### config.mk
export PLATFORM = sky130hd
export DESIGN_NAME = tft_core
export DESIGN_NICKNAME = d
export VERILOG_FILES = /design/src/hw/rtl/tft_pkg.sv /design/src/hw/rtl/tft_qdiv.sv /design/src/hw/rtl/tft_core.sv
export SDC_FILE = /design/constraint.sdc
export NUM_CORES = 2
export LEC_CHECK = 0
export BUFFER_PORTS_ARGS = -buffer_cell sky130_fd_sc_hd__buf_2
export CAP_MARGIN = 10
export CORE_MARGIN = 5
export CORE_UTILIZATION = 43
export DETAILED_ROUTE_END_ITERATION = 10
export HOLD_SLACK_MARGIN = 0.02
export PLACE_DENSITY = 0.71
export SETUP_SLACK_MARGIN = 0.4
export SLEW_MARGIN = 20
export SYNTH_ARGS = -nofsm -noshare
export SYNTH_HDL_FRONTEND = slang
export SYNTH_HIERARCHICAL = 1
export SYNTH_SLANG_ARGS = --single-unit
### constraint.sdc
create_clock -name clk -period 12.5 [get_ports clk]
set_input_delay 0.625 -clock clk [delete_from_list [all_inputs] [get_ports clk]]
set_output_delay 0.625 -clock clk [all_outputs]
set_load 0.02 [all_outputs]
### src/hw/rtl/tft_pkg.sv
`timescale 1ns / 1ps
`default_nettype none

package tft_pkg;

    // field widths
    localparam int TFT_IDX_W      = 24;
    localparam int TFT_DATA_W     = 32;
    localparam int TFT_WIDE_W     = 64;
    localparam int TFT_INDEX_BITS = 24;

    // one corner as it arrives
    typedef struct packed {
        logic        [TFT_IDX_W-1:0]  vertex_index;
        logic signed [TFT_DATA_W-1:0] pos_x;
        logic signed [TFT_DATA_W-1:0] pos_y;
        logic signed [TFT_DATA_W-1:0] pos_z;
        logic signed [TFT_DATA_W-1:0] tex_u;
        logic signed [TFT_DATA_W-1:0] tex_v;
    } tft_in_t;

    // one per-vertex tangent result
    typedef struct packed {
        logic        [TFT_IDX_W-1:0]  out_vertex_index;
        logic signed [TFT_DATA_W-1:0] tangent_x;
        logic signed [TFT_DATA_W-1:0] tangent_y;
        logic signed [TFT_DATA_W-1:0] tangent_z;
        logic                         degenerate;
        logic                         last_of_triangle;
    } tft_out_t;

    // held corner geometry, index kept apart
    typedef struct packed {
        logic signed [TFT_DATA_W-1:0] x;
        logic signed [TFT_DATA_W-1:0] y;
        logic signed [TFT_DATA_W-1:0] z;
        logic signed [TFT_DATA_W-1:0] u;
        logic signed [TFT_DATA_W-1:0] v;
    } tft_corner_t;

    // per-triangle result of the compute core
    typedef struct packed {
        logic signed [TFT_DATA_W-1:0] tangent_x;
        logic signed [TFT_DATA_W-1:0] tangent_y;
        logic signed [TFT_DATA_W-1:0] tangent_z;
        logic                         degenerate;
    } tft_res_t;

    // core status toward the top level
    typedef struct packed {
        logic busy;
        logic done;
    } tft_core_status_t;

endpackage

`default_nettype wire

### src/hw/rtl/tft_qdiv.sv
`timescale 1ns / 1ps
`default_nettype none

// n * 2^16 / d, truncated toward zero, saturated to signed Q16.16, one bit per cycle
module tft_qdiv
    import tft_pkg::*;
(
    input  wire logic                         clk,
    input  wire logic                         rst_n,
    input  wire logic                         start,
    input  wire logic signed [TFT_WIDE_W-1:0] num,
    input  wire logic signed [TFT_WIDE_W-1:0] den,
    output logic                              done,
    output logic signed [TFT_DATA_W-1:0]      quot
);

    typedef enum logic [1:0] {
        S_IDLE,
        S_PREP,
        S_RUN,
        S_FIN
    } state_t;

    state_t                  state_reg;
    logic [4:0]              cnt_reg;
    logic                    done_reg;
    logic [TFT_WIDE_W-1:0]   a_reg;
    logic [TFT_WIDE_W-1:0]   b_reg;
    logic [TFT_WIDE_W-1:0]   rem_reg;
    logic [TFT_DATA_W-1:0]   q_reg;
    logic                    neg_reg;
    logic                    ovf_reg;
    logic [TFT_DATA_W-1:0]   quot_reg;

    logic [TFT_WIDE_W-1:0]   num_mag;
    logic [TFT_WIDE_W-1:0]   den_mag;
    logic [15:0]             a_low;
    logic                    in_bit;
    logic [TFT_WIDE_W:0]     trial;
    logic [TFT_WIDE_W+1:0]   diff;
    logic                    ovf_now;
    logic [TFT_DATA_W:0]     q_mag;
    logic [TFT_DATA_W:0]     q_neg;
    logic [TFT_DATA_W-1:0]   q_sat;

    // operand magnitudes
    assign num_mag = num[TFT_WIDE_W-1] ? (~num + 1'b1) : num;
    assign den_mag = den[TFT_WIDE_W-1] ? (~den + 1'b1) : den;

    // integer part of the quotient must stay below 2^16
    assign ovf_now = {16'd0, a_reg[TFT_WIDE_W-1:16]} >= b_reg;

    // restoring step: fraction bits of the shifted dividend come in as zeros
    assign a_low  = a_reg[15:0];
    assign in_bit = cnt_reg[4] & a_low[cnt_reg[3:0]];
    assign trial  = {rem_reg, in_bit};
    assign diff   = {1'b0, trial} - {2'b00, b_reg};

    // sign and saturate
    assign q_mag = ovf_reg ? {1'b1, {TFT_DATA_W{1'b0}}} : {1'b0, q_reg};
    assign q_neg = ~q_mag + 1'b1;
    always_comb
    begin
        if (neg_reg)
        begin
            if (q_mag > {2'b01, {(TFT_DATA_W-1){1'b0}}})
                q_sat = {1'b1, {(TFT_DATA_W-1){1'b0}}};
            else
                q_sat = q_neg[TFT_DATA_W-1:0];
        end
        else
        begin
            if (q_mag > {2'b00, {(TFT_DATA_W-1){1'b1}}})
                q_sat = {1'b0, {(TFT_DATA_W-1){1'b1}}};
            else
                q_sat = q_mag[TFT_DATA_W-1:0];
        end
    end

    // sequencer
    always_ff @(posedge clk or negedge rst_n)
    begin
        if (!rst_n)
        begin
            state_reg <= S_IDLE;
            cnt_reg   <= '0;
            done_reg  <= 1'b0;
        end
        else
        begin
            done_reg <= 1'b0;
            case (state_reg)
                S_IDLE:
                begin
                    if (start)
                        state_reg <= S_PREP;
                end
                S_PREP:
                begin
                    cnt_reg   <= 5'd31;
                    state_reg <= ovf_now ? S_FIN : S_RUN;
                end
                S_RUN:
                begin
                    cnt_reg <= cnt_reg - 5'd1;
                    if (cnt_reg == 5'd0)
                        state_reg <= S_FIN;
                end
                S_FIN:
                begin
                    done_reg  <= 1'b1;
                    state_reg <= S_IDLE;
                end
                default:
                begin
                    state_reg <= S_IDLE;
                end
            endcase
        end
    end

    // datapath
    always_ff @(posedge clk)
    begin
        case (state_reg)
            S_IDLE:
            begin
                if (start)
                begin
                    a_reg   <= num_mag;
                    b_reg   <= den_mag;
                    neg_reg <= num[TFT_WIDE_W-1] ^ den[TFT_WIDE_W-1];
                end
            end
            S_PREP:
            begin
                ovf_reg <= ovf_now;
                rem_reg <= {16'd0, a_reg[TFT_WIDE_W-1:16]};
                q_reg   <= '0;
            end
            S_RUN:
            begin
                if (!diff[TFT_WIDE_W+1])
                begin
                    rem_reg <= diff[TFT_WIDE_W-1:0];
                    q_reg   <= {q_reg[TFT_DATA_W-2:0], 1'b1};
                end
                else
                begin
                    rem_reg <= trial[TFT_WIDE_W-1:0];
                    q_reg   <= {q_reg[TFT_DATA_W-2:0], 1'b0};
                end
            end
            S_FIN:
            begin
                quot_reg <= q_sat;
            end
            default:
            begin
                quot_reg <= quot_reg;
            end
        endcase
    end

    assign done = done_reg;
    assign quot = quot_reg;

endmodule

`default_nettype wire

### src/hw/rtl/tft_core.sv
`timescale 1ns / 1ps
`default_nettype none

// tangent sequencer: shared saturating subtractor, shared multiplier, iterative divider
module tft_core
    import tft_pkg::*;
(
    input  wire logic             clk,
    input  wire logic             rst_n,
    input  wire logic             start,
    input  wire tft_corner_t      c0,
    input  wire tft_corner_t      c1,
    input  wire tft_corner_t      c2,
    output tft_core_status_t      status,
    output tft_res_t              res
);

    typedef enum logic [2:0] {
        S_IDLE,
        S_DELTA,
        S_MUL,
        S_DIV,
        S_DIVW,
        S_DONE
    } state_t;

    // delta slots
    localparam logic [3:0] D_E1X = 4'd0;
    localparam logic [3:0] D_E1Y = 4'd1;
    localparam logic [3:0] D_E1Z = 4'd2;
    localparam logic [3:0] D_E2X = 4'd3;
    localparam logic [3:0] D_E2Y = 4'd4;
    localparam logic [3:0] D_E2Z = 4'd5;
    localparam logic [3:0] D_DU1 = 4'd6;
    localparam logic [3:0] D_DV1 = 4'd7;
    localparam logic [3:0] D_DU2 = 4'd8;
    localparam logic [3:0] D_DV2 = 4'd9;
    localparam logic [3:0] D_LAST  = D_DV2;
    localparam logic [3:0] M_LAST  = 4'd8;
    localparam logic [1:0] K_LAST  = 2'd2;

    state_t                        state_reg;
    logic [3:0]                    dstep_reg;
    logic [3:0]                    mstep_reg;
    logic [1:0]                    k_reg;
    logic                          done_reg;

    logic signed [TFT_DATA_W-1:0]  delta_reg [0:9];
    logic signed [TFT_WIDE_W-1:0]  prod_reg;
    logic signed [TFT_WIDE_W-1:0]  acc_reg;
    logic signed [TFT_WIDE_W-1:0]  wide_reg [0:3];
    logic signed [TFT_DATA_W-1:0]  tan_reg  [0:2];
    logic                          degen_reg;

    logic signed [TFT_DATA_W-1:0]  sa;
    logic signed [TFT_DATA_W-1:0]  sb;
    logic signed [TFT_DATA_W:0]    sdiff;
    logic signed [TFT_DATA_W-1:0]  ssat;
    logic signed [TFT_DATA_W-1:0]  ma;
    logic signed [TFT_DATA_W-1:0]  mb;
    logic signed [TFT_WIDE_W-1:0]  mprod;
    logic [3:0]                    mprev;
    logic [1:0]                    num_sel;
    logic                          det_zero;
    logic                          div_start;
    logic                          div_done;
    logic signed [TFT_DATA_W-1:0]  div_quot;

    // subtractor operands by step
    always_comb
    begin
        case (dstep_reg)
            D_E1X:   begin sa = c1.x; sb = c0.x; end
            D_E1Y:   begin sa = c1.y; sb = c0.y; end
            D_E1Z:   begin sa = c1.z; sb = c0.z; end
            D_E2X:   begin sa = c2.x; sb = c0.x; end
            D_E2Y:   begin sa = c2.y; sb = c0.y; end
            D_E2Z:   begin sa = c2.z; sb = c0.z; end
            D_DU1:   begin sa = c1.u; sb = c0.u; end
            D_DV1:   begin sa = c1.v; sb = c0.v; end
            D_DU2:   begin sa = c2.u; sb = c0.u; end
            D_DV2:   begin sa = c2.v; sb = c0.v; end
            default: begin sa = '0;   sb = '0;   end
        endcase
    end

    // saturating subtract
    assign sdiff = {sa[TFT_DATA_W-1], sa} - {sb[TFT_DATA_W-1], sb};
    always_comb
    begin
        if (sdiff[TFT_DATA_W] != sdiff[TFT_DATA_W-1])
            ssat = sdiff[TFT_DATA_W] ? {1'b1, {(TFT_DATA_W-1){1'b0}}}
                                     : {1'b0, {(TFT_DATA_W-1){1'b1}}};
        else
            ssat = sdiff[TFT_DATA_W-1:0];
    end

    // multiplier operands: det terms first, then the three numerators
    always_comb
    begin
        case (mstep_reg)
            4'd0:    begin ma = delta_reg[D_DU1]; mb = delta_reg[D_DV2]; end
            4'd1:    begin ma = delta_reg[D_DU2]; mb = delta_reg[D_DV1]; end
            4'd2:    begin ma = delta_reg[D_DV2]; mb = delta_reg[D_E1X]; end
            4'd3:    begin ma = delta_reg[D_DV1]; mb = delta_reg[D_E2X]; end
            4'd4:    begin ma = delta_reg[D_DV2]; mb = delta_reg[D_E1Y]; end
            4'd5:    begin ma = delta_reg[D_DV1]; mb = delta_reg[D_E2Y]; end
            4'd6:    begin ma = delta_reg[D_DV2]; mb = delta_reg[D_E1Z]; end
            4'd7:    begin ma = delta_reg[D_DV1]; mb = delta_reg[D_E2Z]; end
            default: begin ma = '0;               mb = '0;               end
        endcase
    end

    assign mprod     = ma * mb;
    assign mprev     = mstep_reg - 4'd1;
    assign det_zero  = (wide_reg[0] == '0);
    assign num_sel   = k_reg + 2'd1;
    assign div_start = (state_reg == S_DIV) && !det_zero;

    tft_qdiv u_qdiv (
        .clk   (clk),
        .rst_n (rst_n),
        .start (div_start),
        .num   (wide_reg[num_sel]),
        .den   (wide_reg[0]),
        .done  (div_done),
        .quot  (div_quot)
    );

    // sequencer
    always_ff @(posedge clk or negedge rst_n)
    begin
        if (!rst_n)
        begin
            state_reg <= S_IDLE;
            dstep_reg <= '0;
            mstep_reg <= '0;
            k_reg     <= '0;
            done_reg  <= 1'b0;
        end
        else
        begin
            done_reg <= 1'b0;
            case (state_reg)
                S_IDLE:
                begin
                    if (start)
                    begin
                        dstep_reg <= '0;
                        state_reg <= S_DELTA;
                    end
                end
                S_DELTA:
                begin
                    dstep_reg <= dstep_reg + 4'd1;
                    if (dstep_reg == D_LAST)
                    begin
                        mstep_reg <= '0;
                        state_reg <= S_MUL;
                    end
                end
                S_MUL:
                begin
                    mstep_reg <= mstep_reg + 4'd1;
                    if (mstep_reg == M_LAST)
                    begin
                        k_reg     <= '0;
                        state_reg <= S_DIV;
                    end
                end
                S_DIV:
                begin
                    if (det_zero)
                    begin
                        done_reg  <= 1'b1;
                        state_reg <= S_DONE;
                    end
                    else
                    begin
                        state_reg <= S_DIVW;
                    end
                end
                S_DIVW:
                begin
                    if (div_done)
                    begin
                        k_reg <= k_reg + 2'd1;
                        if (k_reg == K_LAST)
                        begin
                            done_reg  <= 1'b1;
                            state_reg <= S_DONE;
                        end
                        else
                        begin
                            state_reg <= S_DIV;
                        end
                    end
                end
                S_DONE:
                begin
                    state_reg <= S_IDLE;
                end
                default:
                begin
                    state_reg <= S_IDLE;
                end
            endcase
        end
    end

    // datapath registers
    always_ff @(posedge clk)
    begin
        if (state_reg == S_DELTA)
            delta_reg[dstep_reg] <= ssat;

        if (state_reg == S_MUL)
        begin
            prod_reg <= mprod;
            if (mstep_reg != 4'd0)
            begin
                if (!mprev[0])
                    acc_reg <= prod_reg;
                else
                    wide_reg[mprev[2:1]] <= acc_reg - prod_reg;
            end
        end

        if (state_reg == S_DIV && det_zero)
        begin
            tan_reg[0] <= '0;
            tan_reg[1] <= '0;
            tan_reg[2] <= '0;
            degen_reg  <= 1'b1;
        end
        else if (state_reg == S_DIVW && div_done)
        begin
            tan_reg[k_reg] <= div_quot;
            degen_reg      <= 1'b0;
        end
    end

    assign status.busy    = (state_reg != S_IDLE);
    assign status.done    = done_reg;
    assign res.tangent_x  = tan_reg[0];
    assign res.tangent_y  = tan_reg[1];
    assign res.tangent_z  = tan_reg[2];
    assign res.degenerate = degen_reg;

endmodule

`default_nettype wire

==> results.md <==
Clock tree:
- The number of sinks driven by the clock tree is 1081.
- TritonCTS created between 100 and 150 clock buffers.
- The H-tree generated during clock tree synthesis spans 3 levels.
- Once the clock tree was built, the resizer swapped 0 gates to a different size.
- The clock root buffer is clkbuf_16.
- The maximum root-to-sink buffer count is 3.
- The clock latency at the later pin of the worst-skew pair is between 700 and 800 ps.
- TritonCTS built the clock tree.
- The count of hold buffers inserted by post-cts repair is 0.
- The post-CTS clock slew at the launch and capture registers of the worst setup and hold paths is approximately 70 ps.
- Once the clock tree was built, the setup fixing pass inserted 0 buffers.

Drt:
- The residual DRC count is 0.
- The vias per cell is ~5.8.
- Summed over all layers, the routed wires come to between 300000 and 400000 microns.
- The first detailed-routing pass ran for 9 iterations.
- The detail route stage leaves a number of antenna-violating nets equal to 0.
- The routed wirelength normalized by instance count is approximately 26 microns.
- The number of DRC markers in iteration 0 is 7324.
- For this block, the via count after detailed routing is 69480.

Worst setup path:
- The stage delay of the slowest cell on the critical path is 860 ps.
- Data on the critical path arrives at its endpoint at around 11000 ps.
- The endpoint required time on the critical path is roughly 13000 ps.
- STA classifies the critical path startpoint as a register.
- The slowest stage of the critical path is the a221o_1 cell.
- The kind of critical path is register to register.
- The peak fanout along the critical path is 32.
- The element type at the critical path end is a register.
- By instance count, the cell type seen most on the critical path is fa_1.

Layout:
- The final non-filler cell total is about 12000.
- Leaving out fill and tap cells, the most frequent cell in the layout is inv_1.
- The post-route netlist has 12.24% of its cells at a drive strength greater than 1.
- The register with the most flip-flops in the layout has 320 of them.
- At the end of the flow, the number of nets in the layout was 11010.
- The synthesis-to-layout area growth is 10.80%.
- In the layout the commonest cells are 1332 x inv_1, 1085 x fa_1, 1058 x edfxtp_1, 746 x nand2_1, 712 x nor2_1.

Flow run:
- Across the run, the number of max-cap violations was 0.

Floorplan:
- The die height is around 470 microns.
- The initial standard-cell utilization of the core is 43.16%.
- The core region is roughly 210000 sq um.
- 582 I/O pins were placed.
- Measured along the x axis, the die boundary spans 473.7 microns.
- The number of standard-cell rows in the floorplan is 170.
- The die covers 224400 sq um.

STA:
- The total setup violations reported at the end of the flow is 0.
- Summed over all failing endpoints, the final setup total negative slack is 0 ps.
- The final hold violation count came to 0.
- The worst pin sits at a relative slew slack of between 20% and 30%.
- The final critical-path required period is 10950 ps.
- For the pin with the worst max-slew slack, the measured transition is 1196 ps.
- Setup repair after global routing left no endpoint under its margin.
- Timing would allow up to ~0.09 GHz.
- The final worst clock skew is a little under 100 ps.
- The count of final max-slew check failures is 0.
- The part of the cycle the worst path needs is 87.62%.

Pwr:
- The internal power summed over all cells is approximately 6 mW.
- Sequential cells account for 52.1% of the total power.
- The share of total power dissipated in the clock network is 46.1%.
- Power comes to 7.513 mW.
- In this run switching power makes up between 20% and 30% of total power.
- The peak ir drop on the vdd network is ~140 uV.
- The power per unit of standard cell area is 73.34 nW/um^2.
- Of the total power, combinational logic draws between 1.5 and 2%.
- The switching power of the nets is ~1.5 mW.
- The leakage dissipation is roughly 44 nW.

Logic synthesis:
- The number of warnings issued by yosys is 6.
- The number of nets handed over by synthesis was 10620.
- The post-synthesis sequential area ratio is about a third.
- Yosys mapped a number of flops with a built-in enable equal to 1058.
- The post-synthesis register bit count is ~1100.
- The instance count of the mapped netlist is 8641.
- The number of distinct library cells after synthesis is around 110.
- After synthesis, the mean cell area works out to roughly 11 sq um.
- The dominant register cell in the synthesized netlist is edfxtp_1.
- The proportion of synthesized flip-flops having asynchronous set or reset is about 2.0%.
- In this run the cell area of the synthesized design comes to 92450 sq um.

GRT:
- Across every metal layer, demand over resource in global routing totals 27.61%.
- The first-pass GRT wire length is between 400000 and 500000 microns.
- Entering global routing, the biggest net connects roughly 110 pins.
- The via count of the first global-routing pass was 71170.
- The total congestion overflow is 0.
- The number of antenna violations at the first check in global routing was 60.

Place:
- In this run the tool buffered the top-level ports with approximately 580 buffer cells.
- The total instance count after detailed placement is 11750.
- Once detailed placement completed, the half-perimeter wirelength came to roughly 250000 microns.
- The final weighted congestion of routability-driven global placement is between 1 and 1.5.

Worst hold path:
- The worst hold path belongs to the class primary input to asynchronous set/reset pin.

Outcome:
- The run finished with clean final reports.
area by class of cell:
class	count	area [sq um]
Timing Repair Buffer	751	4194
Tap cell	2838	3551
Fill cell	19110	111800
Clock buffer	134	2853
Sequential cell	1081	32340
Multi-Input combinational cell	5745	53430
Inverter	1335	5011
Antenna cell	17	42.54
Clock inverter	73	1007
worst max-delay path, delay by kind of cell (launching register included):
kind                     cells  cell delay, ps
AO/OA/AOI/OAI               10            3840
XOR/XNOR                     1             160
adder cells (fa/ha/maj)     10            4770
buffers and inverters        7             900
flip-flops                   1             450
AND/OR/NAND/NOR              3             640
worst paths after layout:
| check | from | endpoint | slack (ps) | cells after the start |
|---|---|---|---|---|
| min in group clk | prod_reg[23] | acc_reg[23] | 420 | 0 |
| worst min-delay path | rst_n | done_reg | 70 | 1 |
| max in group asynchronous | rst_n | k_reg[0] | 11690 | 1 |
| worst max register to register | mstep_reg[0] | prod_reg[61] | 1550 | 31 |
| worst min register to register | prod_reg[23] | acc_reg[23] | 420 | 0 |
| worst max-delay path | mstep_reg[0] | prod_reg[61] | 1550 | 31 |
routing by layer:
layer | vias up | global-route usage, % | routed length [microns]
met1 | 35170 | 38.31 | 131000
met4 | 16 | 9.073 | 12530
met5 | - | 0 | 92
met2 | 3394 | 43.70 | 141800
met3 | 673 | 5.478 | 26850
li1 | 30230 | - | -
power groups by stage:
stage	Clock, mW	Combinational [mW]	Sequential [mW]
3_5_place_dp	0	0.124	3.99
2_1_floorplan	0	0.00106	3.99
4_1_cts	3.52	0.124	3.92
3_3_place_gp	0	0.125	3.99
6_report	3.47	0.131	3.92
5_1_grt	3.69	0.131	3.91
cells in the mapped netlist, types with 75 or more instances:
cell	instances	share of area (%)
inv_1	1332	5.4
fa_1	1085	23
edfxtp_1	1058	34
nand2_1	746	3.0
nor2_1	716	2.9
clkbuf_1	427	1.7
ha_1	414	5.6
a21oi_1	346	1.9
xnor2_1	258	2.4
a22oi_1	224	1.8
o21ai_0	207	1.1
a21o_1	163	1.3
and3_1	135	0.91
nand4_1	120	0.81
a221oi_1	102	0.97
and2_1	95	0.64
xor2_1	87	0.82
a22o_1	75	0.71
kinds of logic (layout without fill, tap and decap cells):
family	count (synthesis)	count (layout)	synth area share, %
fa+ha+maj	1530	1530	29.43
mux	96	96	1.946
compound gates	1556	1556	11.80
other cells	0	17	0
xor+xnor	345	345	3.268
buf+inv	1815	2293	7.461
flops	1081	1081	34.98
simple gates	2218	2218	11.11
through the flow:
step / cell area, sq um / hold slack [ps] / util [%] / setup slack (ps)
3_5_place_dp: 98510 / 433.2 / 45.99 / 1585
3_3_place_gp: 98510 / 433.5 / 45.99 / 1769
6_report: 102400 / 73.36 / 47.82 / 1548
5_1_grt: 102400 / 63.07 / 47.81 / 1028
4_1_cts: 102400 / 21.79 / 47.79 / 1656
2_1_floorplan: 92450 / 329.4 / - / 2919
No activity file was read; power rests on OpenSTA's default activity.
